## config.mk

```make
export PLATFORM = sky130hd
export DESIGN_NAME = bth_ctrl
export DESIGN_NICKNAME = d
export VERILOG_FILES = /design/src/rtl/core/bth_pkg.sv /design/src/rtl/core/bth_ctrl.sv
export SDC_FILE = /design/constraint.sdc
export NUM_CORES = 1
export LEC_CHECK = 0
export ABC_CLOCK_PERIOD_IN_PS = 10600
export BUFFER_PORTS_ARGS = -buffer_cell sky130_fd_sc_hd__buf_2
export CORE_UTILIZATION = 39
export DETAILED_ROUTE_END_ITERATION = 7
export PLACE_DENSITY = 0.59
export SLEW_MARGIN = 20
export SYNTH_ARGS = -nofsm -noshare
export SYNTH_HDL_FRONTEND = slang
export SYNTH_SLANG_ARGS = --single-unit
```

## constraint.sdc

```tcl
create_clock -name i_clk -period 10.6 [get_ports i_clk]
set_input_delay 0.53 -clock i_clk [delete_from_list [all_inputs] [get_ports i_clk]]
set_output_delay 0.53 -clock i_clk [all_outputs]
set_load 0.1 [all_outputs]
```

## src/rtl/core/bth_pkg.sv

```systemverilog
// Shared types and constants for the boundary-tag heap allocator.
// Used by the controller and the top level; depends on nothing else.
`timescale 1ns / 1ps

package bth_pkg;

    // Request kinds carried on the input stream.
    localparam logic REQ_ALLOC = 1'b0;
    localparam logic REQ_FREE  = 1'b1;

    // Tag layout: block size in the upper bits, allocated flag in bit 0.
    localparam logic [31:0] SIZE_MASK  = 32'hFFFF_FFF8;
    localparam logic [31:0] TAG_ALLOC  = 32'h0000_0001;
    localparam logic [31:0] MIN_BLOCK  = 32'd16;
    localparam logic [31:0] LIST_START = 32'd8;
    localparam logic [31:0] PROLOGUE   = 32'd9;

    // Reset value of the heap limit register.
    localparam logic [16:0] LIMIT_RESET = 17'h1_0000;

    // One request as it enters the controller.
    typedef struct packed {
        logic        req_type;
        logic [16:0] req_size;
        logic [15:0] block_addr;
    } t_req;

    // One result as it leaves the controller.
    typedef struct packed {
        logic        granted;
        logic [15:0] result_addr;
    } t_result;

endpackage

```

## src/rtl/core/bth_ctrl.sv

```systemverilog
// Sequencer of the allocator: clearing pass, next-fit walk, split, growth,
// free and coalescing, all as read-modify-write steps on the heap store.
// Depends on bth_pkg; drives the ports of bth_heap_ram.
`timescale 1ns / 1ps

module bth_ctrl #(
    parameter int HEAP_BYTES  = 65536,
    parameter int CHUNK_BYTES = 4096,
    parameter int ADDR_W      = 14
) (
    input  logic                  i_clk,
    input  logic                  i_rst_n,
    input  logic [16:0]           i_limit,
    input  logic                  i_req_valid,
    output logic                  o_req_ready,
    input  bth_pkg::t_req         i_req,
    output logic                  o_res_valid,
    input  logic                  i_res_ready,
    output bth_pkg::t_result      o_res,
    output logic                  o_mem_we,
    output logic [ADDR_W-1:0]     o_mem_waddr,
    output logic [31:0]           o_mem_wdata,
    output logic [ADDR_W-1:0]     o_mem_raddr,
    input  logic [31:0]           i_mem_rdata
);

    // Sizes that follow from the parameters.
    localparam int CHUNK_SZ   = ((CHUNK_BYTES + 7) / 8) * 8;
    localparam int CAP0       = (HEAP_BYTES < 65536) ? HEAP_BYTES : 65536;
    localparam bit INIT_OK    = (CHUNK_SZ <= CAP0) && (CAP0 - CHUNK_SZ >= 16);
    localparam int BRK0       = INIT_OK ? 16 + CHUNK_SZ : 16;
    localparam int ROVER0     = INIT_OK ? 16 : 8;
    localparam int FTR0_W     = INIT_OK ? (CHUNK_SZ + 8) / 4 : 0;
    localparam int EPI0_W     = INIT_OK ? (CHUNK_SZ + 12) / 4 : 0;
    localparam int WALK_LIMIT = HEAP_BYTES / 8 + 2;
    localparam int CNT_W      = $clog2(WALK_LIMIT + 1);

    // Sequencer states.
    localparam logic [5:0] ST_INIT  = 6'd0;
    localparam logic [5:0] ST_IDLE  = 6'd1;
    localparam logic [5:0] ST_FR_0  = 6'd2;
    localparam logic [5:0] ST_FR_1  = 6'd3;
    localparam logic [5:0] ST_FR_2  = 6'd4;
    localparam logic [5:0] ST_MG_0  = 6'd5;
    localparam logic [5:0] ST_MG_1  = 6'd6;
    localparam logic [5:0] ST_MG_2  = 6'd7;
    localparam logic [5:0] ST_MG_3  = 6'd8;
    localparam logic [5:0] ST_MG_4  = 6'd9;
    localparam logic [5:0] ST_MG_5  = 6'd10;
    localparam logic [5:0] ST_MG_6  = 6'd11;
    localparam logic [5:0] ST_MA_1  = 6'd12;
    localparam logic [5:0] ST_MA_2  = 6'd13;
    localparam logic [5:0] ST_MA_3  = 6'd14;
    localparam logic [5:0] ST_MB_1  = 6'd15;
    localparam logic [5:0] ST_MB_2  = 6'd16;
    localparam logic [5:0] ST_MC_1  = 6'd17;
    localparam logic [5:0] ST_MC_2  = 6'd18;
    localparam logic [5:0] ST_MC_3  = 6'd19;
    localparam logic [5:0] ST_MD_1  = 6'd20;
    localparam logic [5:0] ST_MD_2  = 6'd21;
    localparam logic [5:0] ST_MD_3  = 6'd22;
    localparam logic [5:0] ST_MD_4  = 6'd23;
    localparam logic [5:0] ST_MD_5  = 6'd24;
    localparam logic [5:0] ST_MD_6  = 6'd25;
    localparam logic [5:0] ST_MD_7  = 6'd26;
    localparam logic [5:0] ST_MP_0  = 6'd27;
    localparam logic [5:0] ST_MP_1  = 6'd28;
    localparam logic [5:0] ST_MG_DN = 6'd29;
    localparam logic [5:0] ST_S1_0  = 6'd30;
    localparam logic [5:0] ST_S1_1  = 6'd31;
    localparam logic [5:0] ST_S1_2  = 6'd32;
    localparam logic [5:0] ST_S2_0  = 6'd33;
    localparam logic [5:0] ST_S2_1  = 6'd34;
    localparam logic [5:0] ST_S2_2  = 6'd35;
    localparam logic [5:0] ST_GR_0  = 6'd36;
    localparam logic [5:0] ST_GR_1  = 6'd37;
    localparam logic [5:0] ST_GR_2  = 6'd38;
    localparam logic [5:0] ST_GR_3  = 6'd39;
    localparam logic [5:0] ST_PL_0  = 6'd40;
    localparam logic [5:0] ST_PL_1  = 6'd41;
    localparam logic [5:0] ST_PL_2  = 6'd42;
    localparam logic [5:0] ST_PL_3  = 6'd43;
    localparam logic [5:0] ST_PL_4  = 6'd44;
    localparam logic [5:0] ST_PL_5  = 6'd45;
    localparam logic [5:0] ST_RES   = 6'd46;

    logic [5:0]        r_state, n_state;
    logic [31:0]       r_bp, n_bp;
    logic [31:0]       r_t, n_t;
    logic [31:0]       r_size, n_size;
    logic [31:0]       r_asize, n_asize;
    logic [CNT_W-1:0]  r_n, n_n;
    logic              r_pa, n_pa;
    logic              r_na, n_na;
    logic              r_free, n_free;
    logic [31:0]       r_rover, n_rover;
    logic [31:0]       r_brk, n_brk;
    bth_pkg::t_result  r_res, n_res;
    logic [ADDR_W-1:0] r_clr, n_clr;

    logic [31:0] w_d;
    logic        w_a;
    logic [31:0] w_raddr;
    logic [31:0] w_waddr;
    logic [31:0] w_wdata;
    logic        w_we;
    logic [31:0] w_init;
    logic [31:0] w_req_ext;
    logic [31:0] w_limit;
    logic [31:0] w_grow;
    logic [31:0] w_sum;
    logic [31:0] w_tnext;
    logic        w_walk_end;

    assign w_d = i_mem_rdata & bth_pkg::SIZE_MASK;
    assign w_a = i_mem_rdata[0];

    // Reset image of the store: prologue, one free chunk when it fits, and the epilogue.
    always_comb begin
        w_init = 32'd0;
        if (r_clr == ADDR_W'(1) || r_clr == ADDR_W'(2)) begin
            w_init = bth_pkg::PROLOGUE;
        end else if (r_clr == ADDR_W'(3)) begin
            w_init = INIT_OK ? 32'(CHUNK_SZ) : bth_pkg::TAG_ALLOC;
        end else if (INIT_OK && r_clr == ADDR_W'(FTR0_W)) begin
            w_init = 32'(CHUNK_SZ);
        end else if (INIT_OK && r_clr == ADDR_W'(EPI0_W)) begin
            w_init = bth_pkg::TAG_ALLOC;
        end
    end

    // Effective limit, capped at the store size.
    assign w_limit = (32'(i_limit) < 32'(HEAP_BYTES)) ? 32'(i_limit) : 32'(HEAP_BYTES);
    assign w_grow  = (r_asize > 32'(CHUNK_SZ)) ? r_asize : 32'(CHUNK_SZ);
    assign w_req_ext = 32'(i_req.req_size);
    assign w_walk_end = (r_n >= CNT_W'(WALK_LIMIT));

    // Next-state and memory-port logic.
    always_comb begin
        n_state = r_state;
        n_bp    = r_bp;
        n_t     = r_t;
        n_size  = r_size;
        n_asize = r_asize;
        n_n     = r_n;
        n_pa    = r_pa;
        n_na    = r_na;
        n_free  = r_free;
        n_rover = r_rover;
        n_brk   = r_brk;
        n_res   = r_res;
        n_clr   = r_clr;
        w_raddr = 32'd0;
        w_waddr = 32'd0;
        w_wdata = 32'd0;
        w_we    = 1'b0;
        w_sum   = r_size + w_d;
        w_tnext = r_t + w_d;
        o_req_ready = 1'b0;
        o_res_valid = 1'b0;

        case (r_state)
            // Clearing pass over the whole store.
            ST_INIT: begin
                w_we    = 1'b1;
                w_wdata = w_init;
                n_clr   = r_clr + ADDR_W'(1);
                if (r_clr == {ADDR_W{1'b1}}) begin
                    n_state = ST_IDLE;
                end
            end
            ST_IDLE: begin
                o_req_ready = 1'b1;
                if (i_req_valid) begin
                    n_free = (i_req.req_type == bth_pkg::REQ_FREE);
                    n_bp   = 32'(i_req.block_addr);
                    if (i_req.req_type == bth_pkg::REQ_FREE) begin
                        n_state = ST_FR_0;
                    end else if (i_req.req_size == 17'd0) begin
                        n_res   = '0;
                        n_state = ST_RES;
                    end else begin
                        if (i_req.req_size <= 17'd8) begin
                            n_asize = bth_pkg::MIN_BLOCK;
                        end else begin
                            n_asize = (w_req_ext + 32'd15) & bth_pkg::SIZE_MASK;
                        end
                        n_state = ST_S1_0;
                    end
                end
            end
            // Free: rewrite both tags with the allocated flag cleared.
            ST_FR_0: begin
                w_raddr = r_bp - 32'd4;
                n_state = ST_FR_1;
            end
            ST_FR_1: begin
                w_we    = 1'b1;
                w_waddr = r_bp - 32'd4;
                w_wdata = w_d;
                n_size  = w_d;
                n_state = ST_FR_2;
            end
            ST_FR_2: begin
                w_we    = 1'b1;
                w_waddr = r_bp + r_size - 32'd8;
                w_wdata = r_size;
                n_state = ST_MG_0;
            end
            // Coalescing: gather the flags of both neighbors.
            ST_MG_0: begin
                w_raddr = r_bp - 32'd8;
                n_state = ST_MG_1;
            end
            ST_MG_1: begin
                n_t     = r_bp - w_d;
                w_raddr = r_bp - w_d - 32'd4;
                n_state = ST_MG_2;
            end
            ST_MG_2: begin
                w_raddr = w_tnext - 32'd8;
                n_state = ST_MG_3;
            end
            ST_MG_3: begin
                n_pa    = w_a;
                w_raddr = r_bp - 32'd4;
                n_state = ST_MG_4;
            end
            ST_MG_4: begin
                n_t     = r_bp + w_d;
                w_raddr = r_bp + w_d - 32'd4;
                n_state = ST_MG_5;
            end
            ST_MG_5: begin
                n_na    = w_a;
                w_raddr = r_bp - 32'd4;
                n_state = ST_MG_6;
            end
            ST_MG_6: begin
                n_size = w_d;
                if (r_pa && r_na) begin
                    n_state = ST_MG_DN;
                end else if (r_pa) begin
                    w_raddr = r_bp - 32'd4;
                    n_state = ST_MA_1;
                end else begin
                    w_raddr = r_bp - 32'd8;
                    n_state = ST_MB_1;
                end
            end
            // Merge with the following block only.
            ST_MA_1: begin
                w_raddr = r_bp + w_d - 32'd4;
                n_state = ST_MA_2;
            end
            ST_MA_2: begin
                w_we    = 1'b1;
                w_waddr = r_bp - 32'd4;
                w_wdata = w_sum;
                n_size  = w_sum;
                n_state = ST_MA_3;
            end
            ST_MA_3: begin
                w_we    = 1'b1;
                w_waddr = r_bp + r_size - 32'd8;
                w_wdata = r_size;
                n_state = ST_MG_DN;
            end
            // Add the size of the preceding block.
            ST_MB_1: begin
                w_raddr = r_bp - w_d - 32'd4;
                n_state = ST_MB_2;
            end
            ST_MB_2: begin
                n_size  = w_sum;
                w_raddr = r_bp - 32'd4;
                n_state = r_na ? ST_MC_1 : ST_MD_1;
            end
            // Merge with the preceding block only.
            ST_MC_1: begin
                w_we    = 1'b1;
                w_waddr = r_bp + w_d - 32'd8;
                w_wdata = r_size;
                n_state = ST_MC_2;
            end
            ST_MC_2: begin
                w_raddr = r_bp - 32'd8;
                n_state = ST_MC_3;
            end
            ST_MC_3: begin
                w_we    = 1'b1;
                w_waddr = r_bp - w_d - 32'd4;
                w_wdata = r_size;
                n_state = ST_MP_0;
            end
            // Merge with both neighbors.
            ST_MD_1: begin
                n_t     = r_bp + w_d;
                w_raddr = r_bp + w_d - 32'd4;
                n_state = ST_MD_2;
            end
            ST_MD_2: begin
                w_raddr = w_tnext - 32'd8;
                n_state = ST_MD_3;
            end
            ST_MD_3: begin
                n_size  = w_sum;
                w_raddr = r_bp - 32'd8;
                n_state = ST_MD_4;
            end
            ST_MD_4: begin
                w_we    = 1'b1;
                w_waddr = r_bp - w_d - 32'd4;
                w_wdata = r_size;
                n_state = ST_MD_5;
            end
            ST_MD_5: begin
                w_raddr = r_bp - 32'd4;
                n_state = ST_MD_6;
            end
            ST_MD_6: begin
                n_t     = r_bp + w_d;
                w_raddr = r_bp + w_d - 32'd4;
                n_state = ST_MD_7;
            end
            ST_MD_7: begin
                w_we    = 1'b1;
                w_waddr = w_tnext - 32'd8;
                w_wdata = r_size;
                n_state = ST_MP_0;
            end
            // Step back to the preceding block, which now heads the merge.
            ST_MP_0: begin
                w_raddr = r_bp - 32'd8;
                n_state = ST_MP_1;
            end
            ST_MP_1: begin
                n_bp    = r_bp - w_d;
                n_state = ST_MG_DN;
            end
            ST_MG_DN: begin
                n_rover = r_bp;
                if (r_free) begin
                    n_res.granted     = 1'b1;
                    n_res.result_addr = 16'd0;
                    n_state           = ST_RES;
                end else begin
                    n_state = ST_PL_0;
                end
            end
            // Walk from the rover to the end of the heap, one tag per cycle.
            ST_S1_0: begin
                n_n     = '0;
                w_raddr = r_rover - 32'd4;
                n_state = ST_S1_1;
            end
            ST_S1_1: begin
                n_t     = r_rover + w_d;
                w_raddr = r_rover + w_d - 32'd4;
                n_state = ST_S1_2;
            end
            ST_S1_2: begin
                if (w_walk_end || w_d == 32'd0) begin
                    n_state = ST_S2_0;
                end else if (!w_a && w_d >= r_asize) begin
                    n_bp    = r_t;
                    n_state = ST_PL_0;
                end else begin
                    n_n     = r_n + CNT_W'(1);
                    n_t     = w_tnext;
                    w_raddr = w_tnext - 32'd4;
                end
            end
            // Wrap round: walk from the prologue up to the rover.
            ST_S2_0: begin
                n_n  = '0;
                n_bp = bth_pkg::LIST_START;
                if (r_rover == bth_pkg::LIST_START) begin
                    n_state = ST_GR_0;
                end else begin
                    w_raddr = bth_pkg::LIST_START - 32'd4;
                    n_state = ST_S2_1;
                end
            end
            ST_S2_1: begin
                n_bp    = r_bp + w_d;
                n_n     = r_n + CNT_W'(1);
                w_raddr = r_bp + w_d - 32'd4;
                n_state = ST_S2_2;
            end
            ST_S2_2: begin
                if (!w_a && w_d >= r_asize) begin
                    n_state = ST_PL_0;
                end else if (w_walk_end || r_bp == r_rover) begin
                    n_state = ST_GR_0;
                end else begin
                    n_bp    = r_bp + w_d;
                    n_n     = r_n + CNT_W'(1);
                    w_raddr = r_bp + w_d - 32'd4;
                end
            end
            // Grow the break and lay down a new free block.
            ST_GR_0: begin
                if (w_grow > w_limit || r_brk > w_limit - w_grow) begin
                    n_res   = '0;
                    n_state = ST_RES;
                end else begin
                    n_size  = w_grow;
                    n_bp    = r_brk;
                    n_brk   = r_brk + w_grow;
                    n_free  = 1'b0;
                    n_state = ST_GR_1;
                end
            end
            ST_GR_1: begin
                w_we    = 1'b1;
                w_waddr = r_bp - 32'd4;
                w_wdata = r_size;
                n_state = ST_GR_2;
            end
            ST_GR_2: begin
                w_we    = 1'b1;
                w_waddr = r_bp + r_size - 32'd8;
                w_wdata = r_size;
                n_state = ST_GR_3;
            end
            ST_GR_3: begin
                w_we    = 1'b1;
                w_waddr = r_bp + r_size - 32'd4;
                w_wdata = bth_pkg::TAG_ALLOC;
                n_state = ST_MG_0;
            end
            // Place the block, splitting off the remainder when large enough.
            ST_PL_0: begin
                w_raddr = r_bp - 32'd4;
                n_state = ST_PL_1;
            end
            ST_PL_1: begin
                w_we    = 1'b1;
                w_waddr = r_bp - 32'd4;
                n_size  = w_d;
                if (w_d >= r_asize && w_d - r_asize >= bth_pkg::MIN_BLOCK) begin
                    w_wdata = r_asize | bth_pkg::TAG_ALLOC;
                    n_state = ST_PL_2;
                end else begin
                    w_wdata = w_d | bth_pkg::TAG_ALLOC;
                    n_state = ST_PL_5;
                end
            end
            ST_PL_2: begin
                w_we    = 1'b1;
                w_waddr = r_bp + r_asize - 32'd8;
                w_wdata = r_asize | bth_pkg::TAG_ALLOC;
                n_state = ST_PL_3;
            end
            ST_PL_3: begin
                w_we    = 1'b1;
                w_waddr = r_bp + r_asize - 32'd4;
                w_wdata = r_size - r_asize;
                n_state = ST_PL_4;
            end
            ST_PL_4: begin
                w_we              = 1'b1;
                w_waddr           = r_bp + r_size - 32'd8;
                w_wdata           = r_size - r_asize;
                n_rover           = r_bp;
                n_res.granted     = 1'b1;
                n_res.result_addr = r_bp[15:0];
                n_state           = ST_RES;
            end
            ST_PL_5: begin
                w_we              = 1'b1;
                w_waddr           = r_bp + r_size - 32'd8;
                w_wdata           = r_size | bth_pkg::TAG_ALLOC;
                n_rover           = r_bp;
                n_res.granted     = 1'b1;
                n_res.result_addr = r_bp[15:0];
                n_state           = ST_RES;
            end
            // Hand the result to the output register.
            ST_RES: begin
                o_res_valid = 1'b1;
                if (i_res_ready) begin
                    n_state = ST_IDLE;
                end
            end
            default: begin
                n_state = ST_IDLE;
            end
        endcase
    end

    // Control state.
    always_ff @(posedge i_clk) begin
        if (!i_rst_n) begin
            r_state <= ST_INIT;
            r_clr   <= '0;
            r_rover <= 32'(ROVER0);
            r_brk   <= 32'(BRK0);
        end else begin
            r_state <= n_state;
            r_clr   <= n_clr;
            r_rover <= n_rover;
            r_brk   <= n_brk;
        end
    end

    // Working registers.
    always_ff @(posedge i_clk) begin
        r_bp    <= n_bp;
        r_t     <= n_t;
        r_size  <= n_size;
        r_asize <= n_asize;
        r_n     <= n_n;
        r_pa    <= n_pa;
        r_na    <= n_na;
        r_free  <= n_free;
        r_res   <= n_res;
    end

    assign o_res       = r_res;
    assign o_mem_we    = w_we;
    assign o_mem_wdata = w_wdata;
    assign o_mem_waddr = (r_state == ST_INIT) ? r_clr : w_waddr[ADDR_W+1:2];
    assign o_mem_raddr = w_raddr[ADDR_W+1:2];

endmodule

```

==> run metrics <==
area of the multi-input gates=21200 µm²; GRT overflow=0; Reg2Reg Depth=28; Placed Instances=4638; number of clock buffers inserted by TritonCTS=30; share of cells above drive strength 1=9.94%; drt drc=1; # setup viols final=0; most frequent cells in the layout=nand2_1 (349), a21oi_1 (289), nor2_1 (285); cell area after synthesis=28200 µm²; Critical Path AT=8.47 ns; min cycle time layout=8.18 ns; fillcell total=7357; most common cell after layout, fill and taps aside=nand2_1; CTS H-tree depth=1; GRT Util Overall=32.7%; VDD IR max=0.190 mV; worst-margin pin slew=1.24 ns; number of synthesized flops with an enable pin=142; register area share after synthesis=20.9%; crit start category=flop; Unique masters post-synth=97; Max Clock Skew=0.0210 ns; post-route cell area=31200 µm²; asr flop ratio synth=0%; Slew HR=16.6%; Non-Filler Instances=4694; final core utilization=43.7%; drt first pass iters=8; post-route ant nets=0; initial core utilization=39.4%; Fin. Hold Viols=0; Vias=30482; cells after synthesis=3615; TNS Setup=0 ns; hold depth=2; initial antenna violation count=1; synthesis-stage register bit count=223; antenna cell count=0; YS warnings=0; Wirelength per Cell=26.6 µm; # IOs=167; row count=98; fmax=122 MHz; Longest Clk Path Bufs=3; Critical Path Max Stage Delay=0.89 ns; clk_lat worst skew=0.61 ns; post-CTS resize count=0; crit end category=flop; Mean Syn Cell Area=7.79 µm²; number of max-cap violations=0; crit path max fanout=18; clock root buffer=clkbuf_16; Setup Buffers After CTS=0; global-route wire length before repair=182000 µm; Critical Path RT=10.88 ns; Pwr per Cell Area=243 nW/µm²; GPL Wtd Cong=1.04; min-delay worst type=primary input to flop; Routed WL=125000 µm; failing checks=design-rule violations; main flop type after synthesis=edfxtp_1; Final HPWL DP=95900 µm; # hold bufs at CTS=0; max-slew violation count=0; synth-to-layout area growth=10.9%; core area=71500 µm²; TritonCTS clock tree=yes; leakage=0.0126 µW; Starting DRT DRC Count=3768; Worst-path clk slew=0.06 ns; Crit Path Class=flop to flop; vias in the first global route=27878; clock net sink count=223; CP max stage cell=edfxtp_1; Die Y-Extent=271 µm; final hold slack=0.208 ns; period utilization=77.2%; Final #Nets=4083; placed inst area=30200 µm²; IO Port Bufs=162; sequential cell area=5890 µm²; RSZ-0062 raised after global routing=no; die width=271 µm; largest net degree at the start of global routing=74; via/cell ratio=6.49; die area=73300 µm²; status=finished, violations left
-- critical path, delay by kind of cell, from the launching register on --
| family | cells | cell delay (ns) |
|---|---|---|
| simple gates | 6 | 1.86 |
| buf+inv | 4 | 0.79 |
| fa+ha+maj | 4 | 1.34 |
| compound gates | 14 | 2.92 |
| flops | 1 | 0.89 |
-- through the flow --
step | setup slack (ns) | total power, µW
after floorplan | 3.71 | 4690
after global placement | 2.71 | 6300
after detailed placement | 2.67 | 6280
after CTS | 2.61 | 7430
after global routing | 1.99 | 7910
final | 2.42 | 7590
-- synth_stat cells (33+ instances only) --
cell type | count | area [µm²]
o21a_1 | 36 | 270
edfxtp_1 | 142 | 4260
inv_1 | 147 | 552
nand4_1 | 49 | 307
o21ai_0 | 224 | 1120
a31oi_1 | 42 | 263
a211oi_1 | 43 | 323
and2_1 | 35 | 219
a21oi_1 | 290 | 1450
nor3_1 | 96 | 480
dfxtp_1 | 81 | 1620
nand2b_1 | 44 | 275
a221oi_1 | 33 | 289
xnor2_1 | 194 | 1700
clkbuf_1 | 142 | 533
o211ai_1 | 46 | 345
a222oi_1 | 39 | 390
or3_1 | 46 | 288
nand2_1 | 349 | 1310
nor2b_1 | 42 | 263
a21o_1 | 101 | 758
o221ai_1 | 33 | 289
nand3_1 | 80 | 400
xor2_1 | 128 | 1120
a22oi_1 | 43 | 323
nor2_1 | 291 | 1090
and3_1 | 43 | 269
nor4_1 | 47 | 294
ha_1 | 266 | 3330
-- flip-flops by register name, summed over array words and instances (netlist names), 6 cells and up --
signal	flops
r_rover	32
o_res	17
r_t	32
r_bp	32
r_n	14
r_clr	14
r_state	6
r_asize	15
r_brk	29
r_size	29
-- path summary, 6_finish.rpt --
kind	startpoint	endpoint	slack, ns
worst max-delay path	r_asize[17]	r_bp[3]	2.42
worst max register to register	r_asize[17]	r_bp[3]	2.42
worst min-delay path	i_req[0]	r_bp[0]	0.21
worst min register to register	r_rover[1]	r_rover[1]	0.50
-- final cells by class --
type	count	area share, %
well taps	950	3.81
repair buffers	238	4.42
clock inverters	22	0.837
flip-flops and latches	223	18.8
inverters	148	1.78
clock buffers	34	2.55
multi-input cells	3079	67.8
-- per-layer routing --
layer  up-vias  wire length [µm]  GRT usage, %
li1      13899                 -             -
met1     14509             52400          44.2
met2      1733             52600          48.9
met3       341             11500          5.31
met4         0              8460          19.3
met5         -                 0             0
-- kinds of logic (layout without fill, tap and decap cells) --
logic type,Yosys count,after routing,synth area share (%)
adders and majority gates,279,279,12.6
DFF,223,223,20.9
and+or+nand+nor,1228,1228,21.5
AOI/OAI and AO/OA,1213,1213,29.4
buffers and inverters,314,442,4.26
muxes,34,34,1.23
other,1,2,0.0133
xor gates and xnor gates,323,323,10.1
-- where the power goes --
group	switching (µW)	internal [µW]
Clock	460	663
Combinational	3500	1620
Sequential	193	1160
Total	4160	3440
Power figures use the tool's default switching activity.
